===== src/hw/rtl/mau_pkg.sv =====
// package for the modular arithmetic unit: widths, command codes, sequencer states
// and the control struct of the shared modular add/sub unit; no dependencies
package mau_pkg;

  localparam int WIDTH = 32;
  localparam int CNT_W = $clog2(WIDTH);
  localparam int CMD_W = 3;
  localparam int IN_W  = CMD_W + 2 * WIDTH;
  localparam int IN_TW = ((IN_W + 7) / 8) * 8;
  localparam int OUT_TW = ((WIDTH + 7) / 8) * 8;

  localparam logic [WIDTH-1:0] MOD_RESET = WIDTH'(64'd1000000007);

  typedef enum logic [CMD_W-1:0] {
    CMD_ADD = 3'd0,
    CMD_SUB = 3'd1,
    CMD_MUL = 3'd2,
    CMD_POW = 3'd3,
    CMD_INV = 3'd4,
    CMD_DIV = 3'd5
  } cmd_e;

  typedef enum logic [3:0] {
    ST_IDLE,
    ST_RED_A,
    ST_RED_B,
    ST_DISPATCH,
    ST_POW_CHK,
    ST_MUL_DBL,
    ST_MUL_ADD,
    ST_MUL_END,
    ST_FIN
  } state_e;

  // what a finished multiply feeds
  typedef enum logic [1:0] {
    MK_RES,
    MK_ACC,
    MK_SQR
  } mul_kind_e;

  typedef struct packed {
    logic sub;
    logic cin;
  } alu_ctl_t;

endpackage


===== src/hw/rtl/mau_modalu.sv =====
// shared modular add/subtract unit: (x + y + cin) mod m or (x - y) mod m
// valid while the true sum stays below 2m; depends on mau_pkg
module mau_modalu (
  input  logic [mau_pkg::WIDTH-1:0] x_i,
  input  logic [mau_pkg::WIDTH-1:0] y_i,
  input  logic [mau_pkg::WIDTH-1:0] m_i,
  input  mau_pkg::alu_ctl_t         ctl_i,
  output logic [mau_pkg::WIDTH-1:0] r_o
);
  import mau_pkg::*;

  logic [WIDTH:0] sum;
  logic [WIDTH:0] sum_red;
  logic [WIDTH:0] diff;
  logic [WIDTH-1:0] diff_fix;

  assign sum      = {1'b0, x_i} + {1'b0, y_i} + {{WIDTH{1'b0}}, ctl_i.cin};
  assign sum_red  = sum - {1'b0, m_i};
  assign diff     = {1'b0, x_i} - {1'b0, y_i};
  // borrow out means negative: wrap back by adding m
  assign diff_fix = diff[WIDTH] ? (diff[WIDTH-1:0] + m_i) : diff[WIDTH-1:0];

  always_comb begin
    if (ctl_i.sub) begin
      r_o = diff_fix;
    end else if (sum >= {1'b0, m_i}) begin
      r_o = sum_red[WIDTH-1:0];
    end else begin
      r_o = sum[WIDTH-1:0];
    end
  end

endmodule


===== src/hw/rtl/modular_arithmetic_unit_top.sv =====
// Modular arithmetic unit: add, subtract, multiply, power, Fermat inverse and divide
// modulo a configured modulus (reset 1000000007). One item is worked at a time on a
// single modular add/subtract unit: both operands are first reduced by restoring
// division, one after the other; add and subtract then finish in the dispatch state,
// and every modular multiply is double-and-add over the WIDTH multiplier bits, with
// an extra add step for each set multiplier bit. Power runs square-and-multiply over
// the exponent bits. Input ready is high only while the sequencer is idle; a
// finished result waits in the output register so the next item can be taken
// meanwhile. Write the modulus only while no item is in flight.
// depends on mau_pkg and mau_modalu
module modular_arithmetic_unit_top (
  input  logic                       clk_i,
  input  logic                       rst_ni,
  input  logic                       cfg_we_i,
  input  logic [mau_pkg::WIDTH-1:0]  cfg_wdata_i,   // modulus
  input  logic                       s_axis_tvalid,
  output logic                       s_axis_tready,
  input  logic [mau_pkg::IN_TW-1:0]  s_axis_tdata,  // cmd, operand_a, operand_b, zero fill
  output logic                       m_axis_tvalid,
  input  logic                       m_axis_tready,
  output logic [mau_pkg::OUT_TW-1:0] m_axis_tdata   // result, zero fill
);
  import mau_pkg::*;

  state_e state_q, state_d;

  logic [WIDTH-1:0] modulus_q;
  logic [CMD_W-1:0] cmd_q, cmd_d;
  logic [WIDTH-1:0] opb_q, opb_d;
  logic [WIDTH-1:0] a_q, a_d, b_q, b_d;
  logic [WIDTH-1:0] acc_q, acc_d, base_q, base_d, e_q, e_d;
  logic [WIDTH-1:0] mx_q, mx_d, my_q, my_d, macc_q, macc_d;
  logic [CNT_W-1:0] cnt_q, cnt_d;
  mul_kind_e        kind_q, kind_d;
  logic             ovalid_q, ovalid_d;
  logic [WIDTH-1:0] res_q, res_d;

  logic [CMD_W-1:0] in_cmd;
  logic [WIDTH-1:0] in_a, in_b;
  logic             in_xfer;
  logic             m_zero, m_one, e_hi_zero, out_free;
  logic [WIDTH-1:0] m_minus2;

  logic [WIDTH-1:0] alu_x, alu_y, alu_r;
  alu_ctl_t         alu_ctl;

  assign in_cmd    = s_axis_tdata[CMD_W-1:0];
  assign in_a      = s_axis_tdata[CMD_W+WIDTH-1:CMD_W];
  assign in_b      = s_axis_tdata[CMD_W+2*WIDTH-1:CMD_W+WIDTH];
  assign in_xfer   = s_axis_tvalid && s_axis_tready;
  assign m_zero    = (modulus_q == '0);
  assign m_one     = (modulus_q == WIDTH'(1));
  assign m_minus2  = modulus_q - WIDTH'(2);
  assign e_hi_zero = (e_q[WIDTH-1:1] == '0);
  assign out_free  = !ovalid_q || m_axis_tready;

  assign s_axis_tready = (state_q == ST_IDLE);
  assign m_axis_tvalid = ovalid_q;
  assign m_axis_tdata  = OUT_TW'(res_q);

  // operand select for the shared unit
  always_comb begin
    alu_x       = (state_q == ST_DISPATCH) ? a_q : macc_q;
    alu_y       = macc_q;
    alu_ctl.sub = 1'b0;
    alu_ctl.cin = 1'b0;
    case (state_q)
      ST_DISPATCH: begin
        alu_y       = b_q;
        alu_ctl.sub = (cmd_q == CMD_SUB);
      end
      ST_MUL_ADD: alu_y = mx_q;
      ST_RED_A, ST_RED_B: alu_ctl.cin = my_q[WIDTH-1];
      default: ;
    endcase
  end

  mau_modalu u_alu (
    .x_i   (alu_x),
    .y_i   (alu_y),
    .m_i   (modulus_q),
    .ctl_i (alu_ctl),
    .r_o   (alu_r)
  );

  // next state
  always_comb begin
    state_d = state_q;
    case (state_q)
      ST_IDLE: begin
        if (in_xfer) begin
          if (m_zero || (in_cmd > CMD_DIV)) begin
            state_d = ST_FIN;
          end else begin
            state_d = ST_RED_A;
          end
        end
      end
      ST_RED_A: if (cnt_q == '0) state_d = ST_RED_B;
      ST_RED_B: if (cnt_q == '0) state_d = ST_DISPATCH;
      ST_DISPATCH: begin
        case (cmd_q)
          CMD_MUL: state_d = ST_MUL_DBL;
          CMD_POW: state_d = (opb_q == '0) ? ST_FIN : ST_POW_CHK;
          CMD_INV, CMD_DIV: state_d = m_one ? ST_FIN : ST_POW_CHK;
          default: state_d = ST_FIN;
        endcase
      end
      ST_POW_CHK: begin
        if (e_q != '0) begin
          state_d = ST_MUL_DBL;
        end else if (cmd_q == CMD_DIV) begin
          state_d = ST_MUL_DBL;
        end else begin
          state_d = ST_FIN;
        end
      end
      ST_MUL_DBL: begin
        if (my_q[WIDTH-1]) begin
          state_d = ST_MUL_ADD;
        end else if (cnt_q == '0) begin
          state_d = ST_MUL_END;
        end
      end
      ST_MUL_ADD: state_d = (cnt_q == '0) ? ST_MUL_END : ST_MUL_DBL;
      ST_MUL_END: begin
        case (kind_q)
          MK_RES: state_d = ST_FIN;
          MK_ACC: state_d = e_hi_zero ? ST_POW_CHK : ST_MUL_DBL;
          default: state_d = ST_POW_CHK;
        endcase
      end
      ST_FIN: if (out_free) state_d = ST_IDLE;
      default: state_d = ST_IDLE;
    endcase
  end

  // datapath updates
  always_comb begin
    cmd_d    = cmd_q;
    opb_d    = opb_q;
    a_d      = a_q;
    b_d      = b_q;
    acc_d    = acc_q;
    base_d   = base_q;
    e_d      = e_q;
    mx_d     = mx_q;
    my_d     = my_q;
    macc_d   = macc_q;
    cnt_d    = cnt_q;
    kind_d   = kind_q;
    ovalid_d = ovalid_q;
    res_d    = res_q;

    if (ovalid_q && m_axis_tready) ovalid_d = 1'b0;

    case (state_q)
      ST_IDLE: begin
        if (in_xfer) begin
          cmd_d  = in_cmd;
          opb_d  = in_b;
          my_d   = in_a;
          macc_d = '0;
          cnt_d  = CNT_W'(WIDTH - 1);
        end
      end
      ST_RED_A, ST_RED_B: begin
        macc_d = alu_r;
        my_d   = my_q << 1;
        cnt_d  = cnt_q - CNT_W'(1);
        if (cnt_q == '0) begin
          if (state_q == ST_RED_A) begin
            a_d    = alu_r;
            macc_d = '0;
            my_d   = opb_q;
            cnt_d  = CNT_W'(WIDTH - 1);
          end else begin
            b_d = alu_r;
          end
        end
      end
      ST_DISPATCH: begin
        acc_d = WIDTH'(1);
        e_d   = m_minus2;
        case (cmd_q)
          CMD_ADD, CMD_SUB: macc_d = alu_r;
          CMD_MUL: begin
            mx_d   = a_q;
            my_d   = b_q;
            macc_d = '0;
            cnt_d  = CNT_W'(WIDTH - 1);
            kind_d = MK_RES;
          end
          CMD_POW: begin
            macc_d = WIDTH'(1);
            acc_d  = m_one ? '0 : WIDTH'(1);
            base_d = a_q;
            e_d    = opb_q;
          end
          CMD_INV: begin
            macc_d = '0;
            base_d = a_q;
          end
          default: begin
            macc_d = '0;
            base_d = b_q;
          end
        endcase
      end
      ST_POW_CHK: begin
        macc_d = '0;
        cnt_d  = CNT_W'(WIDTH - 1);
        if (e_q == '0) begin
          mx_d   = a_q;
          my_d   = acc_q;
          kind_d = MK_RES;
          if (cmd_q != CMD_DIV) macc_d = acc_q;
        end else if (e_q[0]) begin
          mx_d   = acc_q;
          my_d   = base_q;
          kind_d = MK_ACC;
        end else begin
          mx_d   = base_q;
          my_d   = base_q;
          kind_d = MK_SQR;
        end
      end
      ST_MUL_DBL: begin
        macc_d = alu_r;
        if (!my_q[WIDTH-1] && (cnt_q != '0)) begin
          my_d  = my_q << 1;
          cnt_d = cnt_q - CNT_W'(1);
        end
      end
      ST_MUL_ADD: begin
        macc_d = alu_r;
        if (cnt_q != '0) begin
          my_d  = my_q << 1;
          cnt_d = cnt_q - CNT_W'(1);
        end
      end
      ST_MUL_END: begin
        case (kind_q)
          MK_ACC: begin
            acc_d = macc_q;
            if (e_hi_zero) begin
              e_d = '0;
            end else begin
              mx_d   = base_q;
              my_d   = base_q;
              macc_d = '0;
              cnt_d  = CNT_W'(WIDTH - 1);
              kind_d = MK_SQR;
            end
          end
          MK_SQR: begin
            base_d = macc_q;
            e_d    = e_q >> 1;
          end
          default: ;
        endcase
      end
      ST_FIN: begin
        if (out_free) begin
          ovalid_d = 1'b1;
          res_d    = macc_q;
        end
      end
      default: ;
    endcase

    // unused commands and a zero modulus give zero
    if ((state_q == ST_IDLE) && in_xfer) macc_d = '0;
  end

  always_ff @(posedge clk_i or negedge rst_ni) begin
    if (!rst_ni) begin
      state_q   <= ST_IDLE;
      modulus_q <= MOD_RESET;
      ovalid_q  <= 1'b0;
    end else begin
      state_q  <= state_d;
      ovalid_q <= ovalid_d;
      if (cfg_we_i) modulus_q <= cfg_wdata_i;
    end
  end

  always_ff @(posedge clk_i) begin
    cmd_q  <= cmd_d;
    opb_q  <= opb_d;
    a_q    <= a_d;
    b_q    <= b_d;
    acc_q  <= acc_d;
    base_q <= base_d;
    e_q    <= e_d;
    mx_q   <= mx_d;
    my_q   <= my_d;
    macc_q <= macc_d;
    cnt_q  <= cnt_d;
    kind_q <= kind_d;
    res_q  <= res_d;
  end

endmodule


===== config.mk =====
export PLATFORM = sky130hd
export DESIGN_NAME = modular_arithmetic_unit_top
export DESIGN_NICKNAME = d
export VERILOG_FILES = /design/src/hw/rtl/mau_pkg.sv /design/src/hw/rtl/mau_modalu.sv /design/src/hw/rtl/modular_arithmetic_unit_top.sv
export SDC_FILE = /design/constraint.sdc
export NUM_CORES = 1
export LEC_CHECK = 0
export BUFFER_PORTS_ARGS = -buffer_cell sky130_fd_sc_hd__clkbuf_2
export CELL_PAD_IN_SITES_DETAIL_PLACEMENT = 0
export CELL_PAD_IN_SITES_GLOBAL_PLACEMENT = 2
export CORE_AREA = 4 4 258 260
export CTS_BUF_LIST = sky130_fd_sc_hd__clkbuf_8
export DETAILED_ROUTE_END_ITERATION = 16
export DIE_AREA = 0 0 262 264
export HOLD_SLACK_MARGIN = 0.02
export PLACE_DENSITY = 0.91
export SYNTH_ARGS = -nofsm -noshare
export SYNTH_HDL_FRONTEND = slang
export SYNTH_SLANG_ARGS = --single-unit
export TNS_END_PERCENT = 30

===== constraint.sdc =====
create_clock -name clk_i -period 8.5 [get_ports clk_i]
set_input_delay 0.85 -clock clk_i [delete_from_list [all_inputs] [get_ports clk_i]]
set_output_delay 0.85 -clock clk_i [all_outputs]
set_load 0.03 [all_outputs]

==> flow_summary_export.csv, run 1 <==
group,metric,value,unit
run_status,status,"complete, no violations",
synth,synth_cells,2861,
final_layout,final_layout_size_suffix_gt1_share,14.57,%
synth,yosys_warnings,0,
timing,tns,0,ns
setup_path,cp.arrival,8.29,ns
grt,grt_overflow,0,
routing,drt_iter0_drc,2450,
clock_network,ctsRootBufferMaster,"clkbuf_8",
clock_network,cts_tree,"built",
floorplanning,die_height,264,um
synth,synth_nets,3104,
setup_path,worstSetupPathType,"reg -> reg",
floorplanning,core_area,64120,sq um
routing,drt-total-wl,100300,um
timing,timing.fmax,129.1,MHz
grt,grt_pass1_vias,23180,
min_path,hold_path_class,"in -> async",
placement,io_buffers,137,
routing,drtAntennaViolNets,0,
synth,synthFlopType,"edfxtp_1",
grt,antenna_found_initial,3,
floorplanning,dieArea,69170,sq um
setup_path,crit_path_start,"state_q[1]$_DFFE_PN0P_",
clock_network,cts_max_level,3,
timing,finalCritPeriodShare,91.13,%
floorplanning,start_util,40.62,%
timing,rsz0062_at_grt,"no",
setup_path,worst-path-buf-inv,6,
setup_path,reg2reg_from,"state_q[1]$_DFFE_PN0P_",
routing,first_pass_iters,10,
setup_path,crit_path_end_kind,"flip-flop",
floorplanning,die_x,262,um
setup_path,worstPathRequired,9.04,ns
timing,slew_viol_final,0,
placement,hpwl,72830,um
routing,wire_per_inst,25.97,um
timing,clock_skew,0.06199,ns
synth,synth_edf_count,298,
final_layout,nets,3193,
final_layout,regArea,10540,sq um
synth,ys_async_sr_fraction,10.08,%
final_layout,multiInputGateArea,14480,sq um
grt,grt_pass1_wl,146400,um
synth,synth_area,26040,sq um
final_layout,area_delta_synth_final,11.45,%
grt,grt_max_degree,66,
routing,num_vias,23610,
clock_network,clk_pin_slew,0.06,ns
routing,drc,0,
synth,ys_seq_area_share,40.45,%
timing,finalSetupViolCount,0,
timing,finalHoldViolations,0,
timing,relSlewSlack,21.12,%
clock_network,cts_setup_buffers,0,
synth,synth.distinct_cells,90,
clock_network,clock_latency,0.69,ns
setup_path,crit_path_max_fanout,32,
clock_network,cts_buffers,68,
timing,min_period,7.746,ns
routing,vias_per_cell,6.109,
setup_path,crit_slowest_cell,"o311ai_0",
clock_network,cts.sinks,367,
clock_network,cts_buffer_depth,3,
run,max_cap_violations,0,
final_layout,num-fill-cells,6283,
grt,grt_usage,28.02,%
timing,worstMarginPinSlew,1.180,ns
clock_network,post_cts_resized,0,
synth,synth.avg_cell_area,9.103,sq um
synth,synth-seq-cells,367,
setup_path,crit_path_start_kind,"flip-flop",
setup_path,crit_family,"compound AO/OA/AOI/OAI gates",
clock_network,postCtsHoldBufs,0,
floorplanning,rows,93,
floorplanning,pin_count,143,
setup_path,cpPeakStageDelay,0.79,ns
placement,gp_congestion,0.9086,
## registers in the layout, indices dropped and copies added (netlist names)
| signal | count |
|---|---|
| a_q | 32 |
| e_q | 32 |
| macc_q | 32 |
| b_q | 32 |
| kind_q | 2 |
| acc_q | 32 |
| cmd_q | 3 |
| opb_q | 32 |
| mx_q | 32 |
| state_q | 4 |
| my_q | 32 |
| modulus_q | 32 |
| cnt_q | 5 |
| base_q | 32 |
| m_axis_tvalid | 1 |
| m_axis_tdata | 32 |
## cells in the final DEF (no fill, tap or decap), types with 22 or more instances in the layout
| master | n |
|---|---|
| nor3_1 | 109 |
| o21ai_0 | 199 |
| a211oi_1 | 24 |
| a222oi_1 | 38 |
| a22oi_1 | 73 |
| dfxtp_1 | 32 |
| inv_1 | 146 |
| mux2_2 | 66 |
| edfxtp_1 | 298 |
| buf_4 | 55 |
| clkbuf_8 | 77 |
| xor2_1 | 29 |
| nand2_1 | 398 |
| a31oi_1 | 59 |
| o21bai_1 | 45 |
| nor4_1 | 24 |
| o31ai_1 | 22 |
| a21o_1 | 62 |
| ha_1 | 129 |
| and3_1 | 53 |
| nor2b_1 | 58 |
| clkbuf_2 | 137 |
| nor2_1 | 173 |
| a22o_1 | 22 |
| xnor2_1 | 97 |
| a21oi_1 | 136 |
| nand3_1 | 44 |
| mux2i_1 | 63 |
## cells by family after synthesis
group / after synthesis / synth area share [%]
compound gates: 821 / 21.31
buf+inv: 296 / 4.468
simple gates: 988 / 17.67
mux: 129 / 5.275
xor+xnor: 126 / 4.238
fa+ha+maj: 134 / 6.582
flops: 367 / 40.45
## path summary, 6_finish.rpt
kind | end | slack [ns] | cells after the start
worst max register to register | macc_q[5]$_SDFFE_PP0P_ | 0.75 | 29
worst min register to register | m_axis_tdata[29]$_DFFE_PP_ | 0.53 | 0
worst min-delay path | state_q[2]$_DFFE_PN0P_ | 0.31 | 2
worst max-delay path | macc_q[5]$_SDFFE_PP0P_ | 0.75 | 29
max in group asynchronous | modulus_q[31]$_DFFE_PN0P_ | 7.65 | 2
min in group clk_i | opb_q[21]$_DFFE_PP_ | 0.37 | 1
## Yosys cell counts (60+ instances only)
| master | count | area, sq um |
|---|---|---|
| nand2_1 | 400 | 1501 |
| edfxtp_1 | 298 | 8949 |
| o21ai_0 | 199 | 996.0 |
| nor2_1 | 182 | 683.2 |
| clkbuf_1 | 145 | 544.3 |
| a21oi_1 | 140 | 700.7 |
| ha_1 | 129 | 1614 |
| inv_1 | 120 | 450.4 |
| nor3_1 | 110 | 550.5 |
| xnor2_1 | 97 | 849.6 |
| a22oi_1 | 73 | 548.0 |
| mux2_2 | 66 | 743.2 |
| mux2i_1 | 63 | 630.6 |
| a21o_1 | 62 | 465.5 |
| a31oi_1 | 60 | 375.4 |
## metal layers
layer	up-vias	global-route usage, %	routed length, um
met4	0	9.732	3230
met5	-	0	0
met3	189	9.711	11980
li1	10800	-	-
met1	11380	38.41	42150
met2	1236	41.24	42980
## metrics by stage
step | cells | hold slack [ns] | utilization (%) | setup slack (ns) | instance area, sq um
2_1_floorplan | 2861 | 0.4643 | - | 2.022 | 26040
3_3_place_gp | 3735 | 0.5085 | 43.15 | 0.9976 | 27670
3_5_place_dp | 3735 | 0.5200 | 43.15 | 0.8315 | 27670
4_1_cts | 3861 | 0.2908 | 45.26 | 0.7937 | 29020
5_1_grt | 3862 | 0.3092 | 45.26 | 0.3128 | 29020
6_report | 3864 | 0.3090 | 45.27 | 0.7541 | 29020
## area by class of cell
class	count	share of cell area, %
inverters	122	1.578
clock buffers	77	3.651
repair buffers	193	3.854
clock inverters	49	1.000
flip-flops and latches	367	36.30
well taps	855	3.686
diodes	3	0.02587
multi-input cells	2198	49.90
Power of run 1 is left out: the tool's default activity adds up to more than one toggle a clock period on the data nets, which glitch-free logic cannot reach.
==> run 2: changes to the inputs <==
CORE_AREA = 10 10 264 266   (was 4 4 258 260)
DIE_AREA = 0 0 274 276   (was 0 0 262 264)
RECOVER_POWER = 100   (was not set)
==> flow_summary_export.csv, run 2 (synthesized netlist as in run 1, its figures left out) <==
group,metric,value,unit
run_status,status,"complete, but fails checks",
run_status,violations,"capacitance limit, slew limit",
setup_path,reg2reg_from,"state_q[0]$_DFFE_PN0P_",
setup_path,crit_path_max_fanout,35,
setup_path,worstSetupPathType,"reg -> reg",
floorplanning,dieArea,75620,sq um
clock_network,cts_buffers,66,
routing,num_vias,23430,
timing,worstMarginPinSlew,4.024,ns
final_layout,nets,3179,
floorplanning,core_area,64120,sq um
grt,antenna_found_initial,2,
placement,io_buffers,137,
timing,rsz0062_at_grt,"no",
min_path,hold_path_class,"in -> reg",
routing,wire_per_inst,25.70,um
placement,pre_cts_slack,0.6653,ns
routing,drc,0,
routing,first_pass_iters,9,
routing,drt_iter0_drc,2590,
timing,tns,0,ns
grt,grt_overflow,0,
timing,slew_viol_final,734,
clock_network,cts_tree,"built",
clock_network,cts_setup_buffers,0,
setup_path,worstPathRequired,8.82,ns
timing,min_period,7.946,ns
clock_network,clock_latency,0.66,ns
clock_network,ctsRootBufferMaster,"clkbuf_8",
clock_network,cts_max_level,3,
clock_network,post_cts_resized,0,
floorplanning,pin_count,143,
final_layout,final_cells,3845,
timing,clock_skew,0.03387,ns
timing,relSlewSlack,-168.3,%
placement,dp_cells,3723,
run,max_cap_violations,21,
grt,grt_max_degree,73,
floorplanning,die_x,274,um
grt,grt_pass1_wl,146100,um
grt,grt_pass1_vias,22920,
setup_path,crit_path_start,"state_q[0]$_DFFE_PN0P_",
floorplanning,die_height,276,um
final_layout,final_layout_size_suffix_gt1_share,11.54,%
setup_path,cp.arrival,8.27,ns
setup_path,crit_path_start_kind,"flip-flop",
timing,finalHoldViolations,0,
grt,grt_usage,25.16,%
floorplanning,start_util,40.62,%
min_path,hp-start,"s_axis_tdata[65]",
timing,timing.fmax,125.8,MHz
placement,gp_congestion,0.9538,
clock_network,clk_pin_slew,0.07,ns
setup_path,rrSetupSlack,0.55,ns
timing,finalCritPeriodShare,93.49,%
routing,vias_per_cell,6.093,
placement,hpwl,72330,um
clock_network,cts_buffer_depth,3,
final_layout,area_delta_synth_final,9.974,%
routing,drtAntennaViolNets,0,
timing,setup_ws,0.5536,ns
clock_network,postCtsHoldBufs,0,
floorplanning,rows,93,
routing,drt-total-wl,98820,um
clock_network,cts.sinks,367,
final_layout,mostFrequentLayoutCells,"399 x nand2_1, 298 x edfxtp_1, 200 x o21ai_0",
timing,finalSetupViolCount,0,
final_layout,layout_commonest_cell,"nand2_1",
setup_path,crit_path_end_kind,"flip-flop",
[run 2: cell types whose count changed in the layout (fill, tap and decap cells not counted), sizes merged]
cell      delta
buf         -32
bufinv       -2
clkbuf      +21
clkinv       +4
clkinvlp     +1
diode        -2
inv          -9
[run 2: routing by layer]
layer	wire length, um	global-route usage [%]	share of wire (%)	vias up
met4	2783	7.559	2.8	0
met1	42640	35.06	43	11290
met5	0	0	0	-
met3	10480	6.116	11	173
met2	42920	37.89	43	1209
li1	-	-	-	10760
[run 2: critical path, stage by stage (launching register included)]
cell and delay [ns]:
dfrtp_1 0.49, nand2_1 0.17, or2_2 0.39, nor2_4 0.16, buf_4 0.25, buf_4 0.31
a22oi_1 0.13, nand2_1 0.17, ha_1 0.27, nor2b_1 0.15, o2111ai_1 0.28, a21boi_0 0.14
o21a_1 0.24, o2111a_1 0.31, o31ai_1 0.39, xnor2_1 0.28, ha_1 0.41, and3_1 0.26
a221oi_1 0.30, o21ai_0 0.14, a211oi_2 0.36, o211ai_1 0.25, a221oi_4 0.59, buf_12 0.28
a21oi_1 0.09, o21ai_0 0.09, a21boi_0 0.68
[run 2: per-stage QoR]
step | hold slack, ns | util (%) | area, sq um
2_1_floorplan | 0.4643 | - | 26040
3_3_place_gp | 0.4931 | 43.01 | 27580
3_5_place_dp | 0.5052 | 43.01 | 27580
4_1_cts | 0.3055 | 44.99 | 28850
5_1_grt | 0.3404 | 44.67 | 28640
6_report | 0.3761 | 44.67 | 28640
[run 2: layout make-up]
class | count | area [sq um]
Clock inverter | 43 | 197.7
Multi-Input combinational cell | 2198 | 14390
Tap cell | 855 | 1070
Clock buffer | 78 | 1074
Antenna cell | 1 | 2.502
Fill cell | 6231 | 35480
Sequential cell | 367 | 10540
Timing Repair Buffer | 181 | 908.4
Inverter | 122 | 457.9
[run 2: path summary, 6_finish.rpt]
path,endpoint,depth (start not counted)
min reg2reg,m_axis_tdata[31]$_DFFE_PP_,0
max in group asynchronous,state_q[2]$_DFFE_PN0P_,2
min,opb_q[30]$_DFFE_PP_,1
max,b_q[18]$_DFFE_PP_,26
min in group asynchronous,state_q[2]$_DFFE_PN0P_,2
max reg2reg,b_q[18]$_DFFE_PP_,26
Power of run 2 is left out for the same reason.
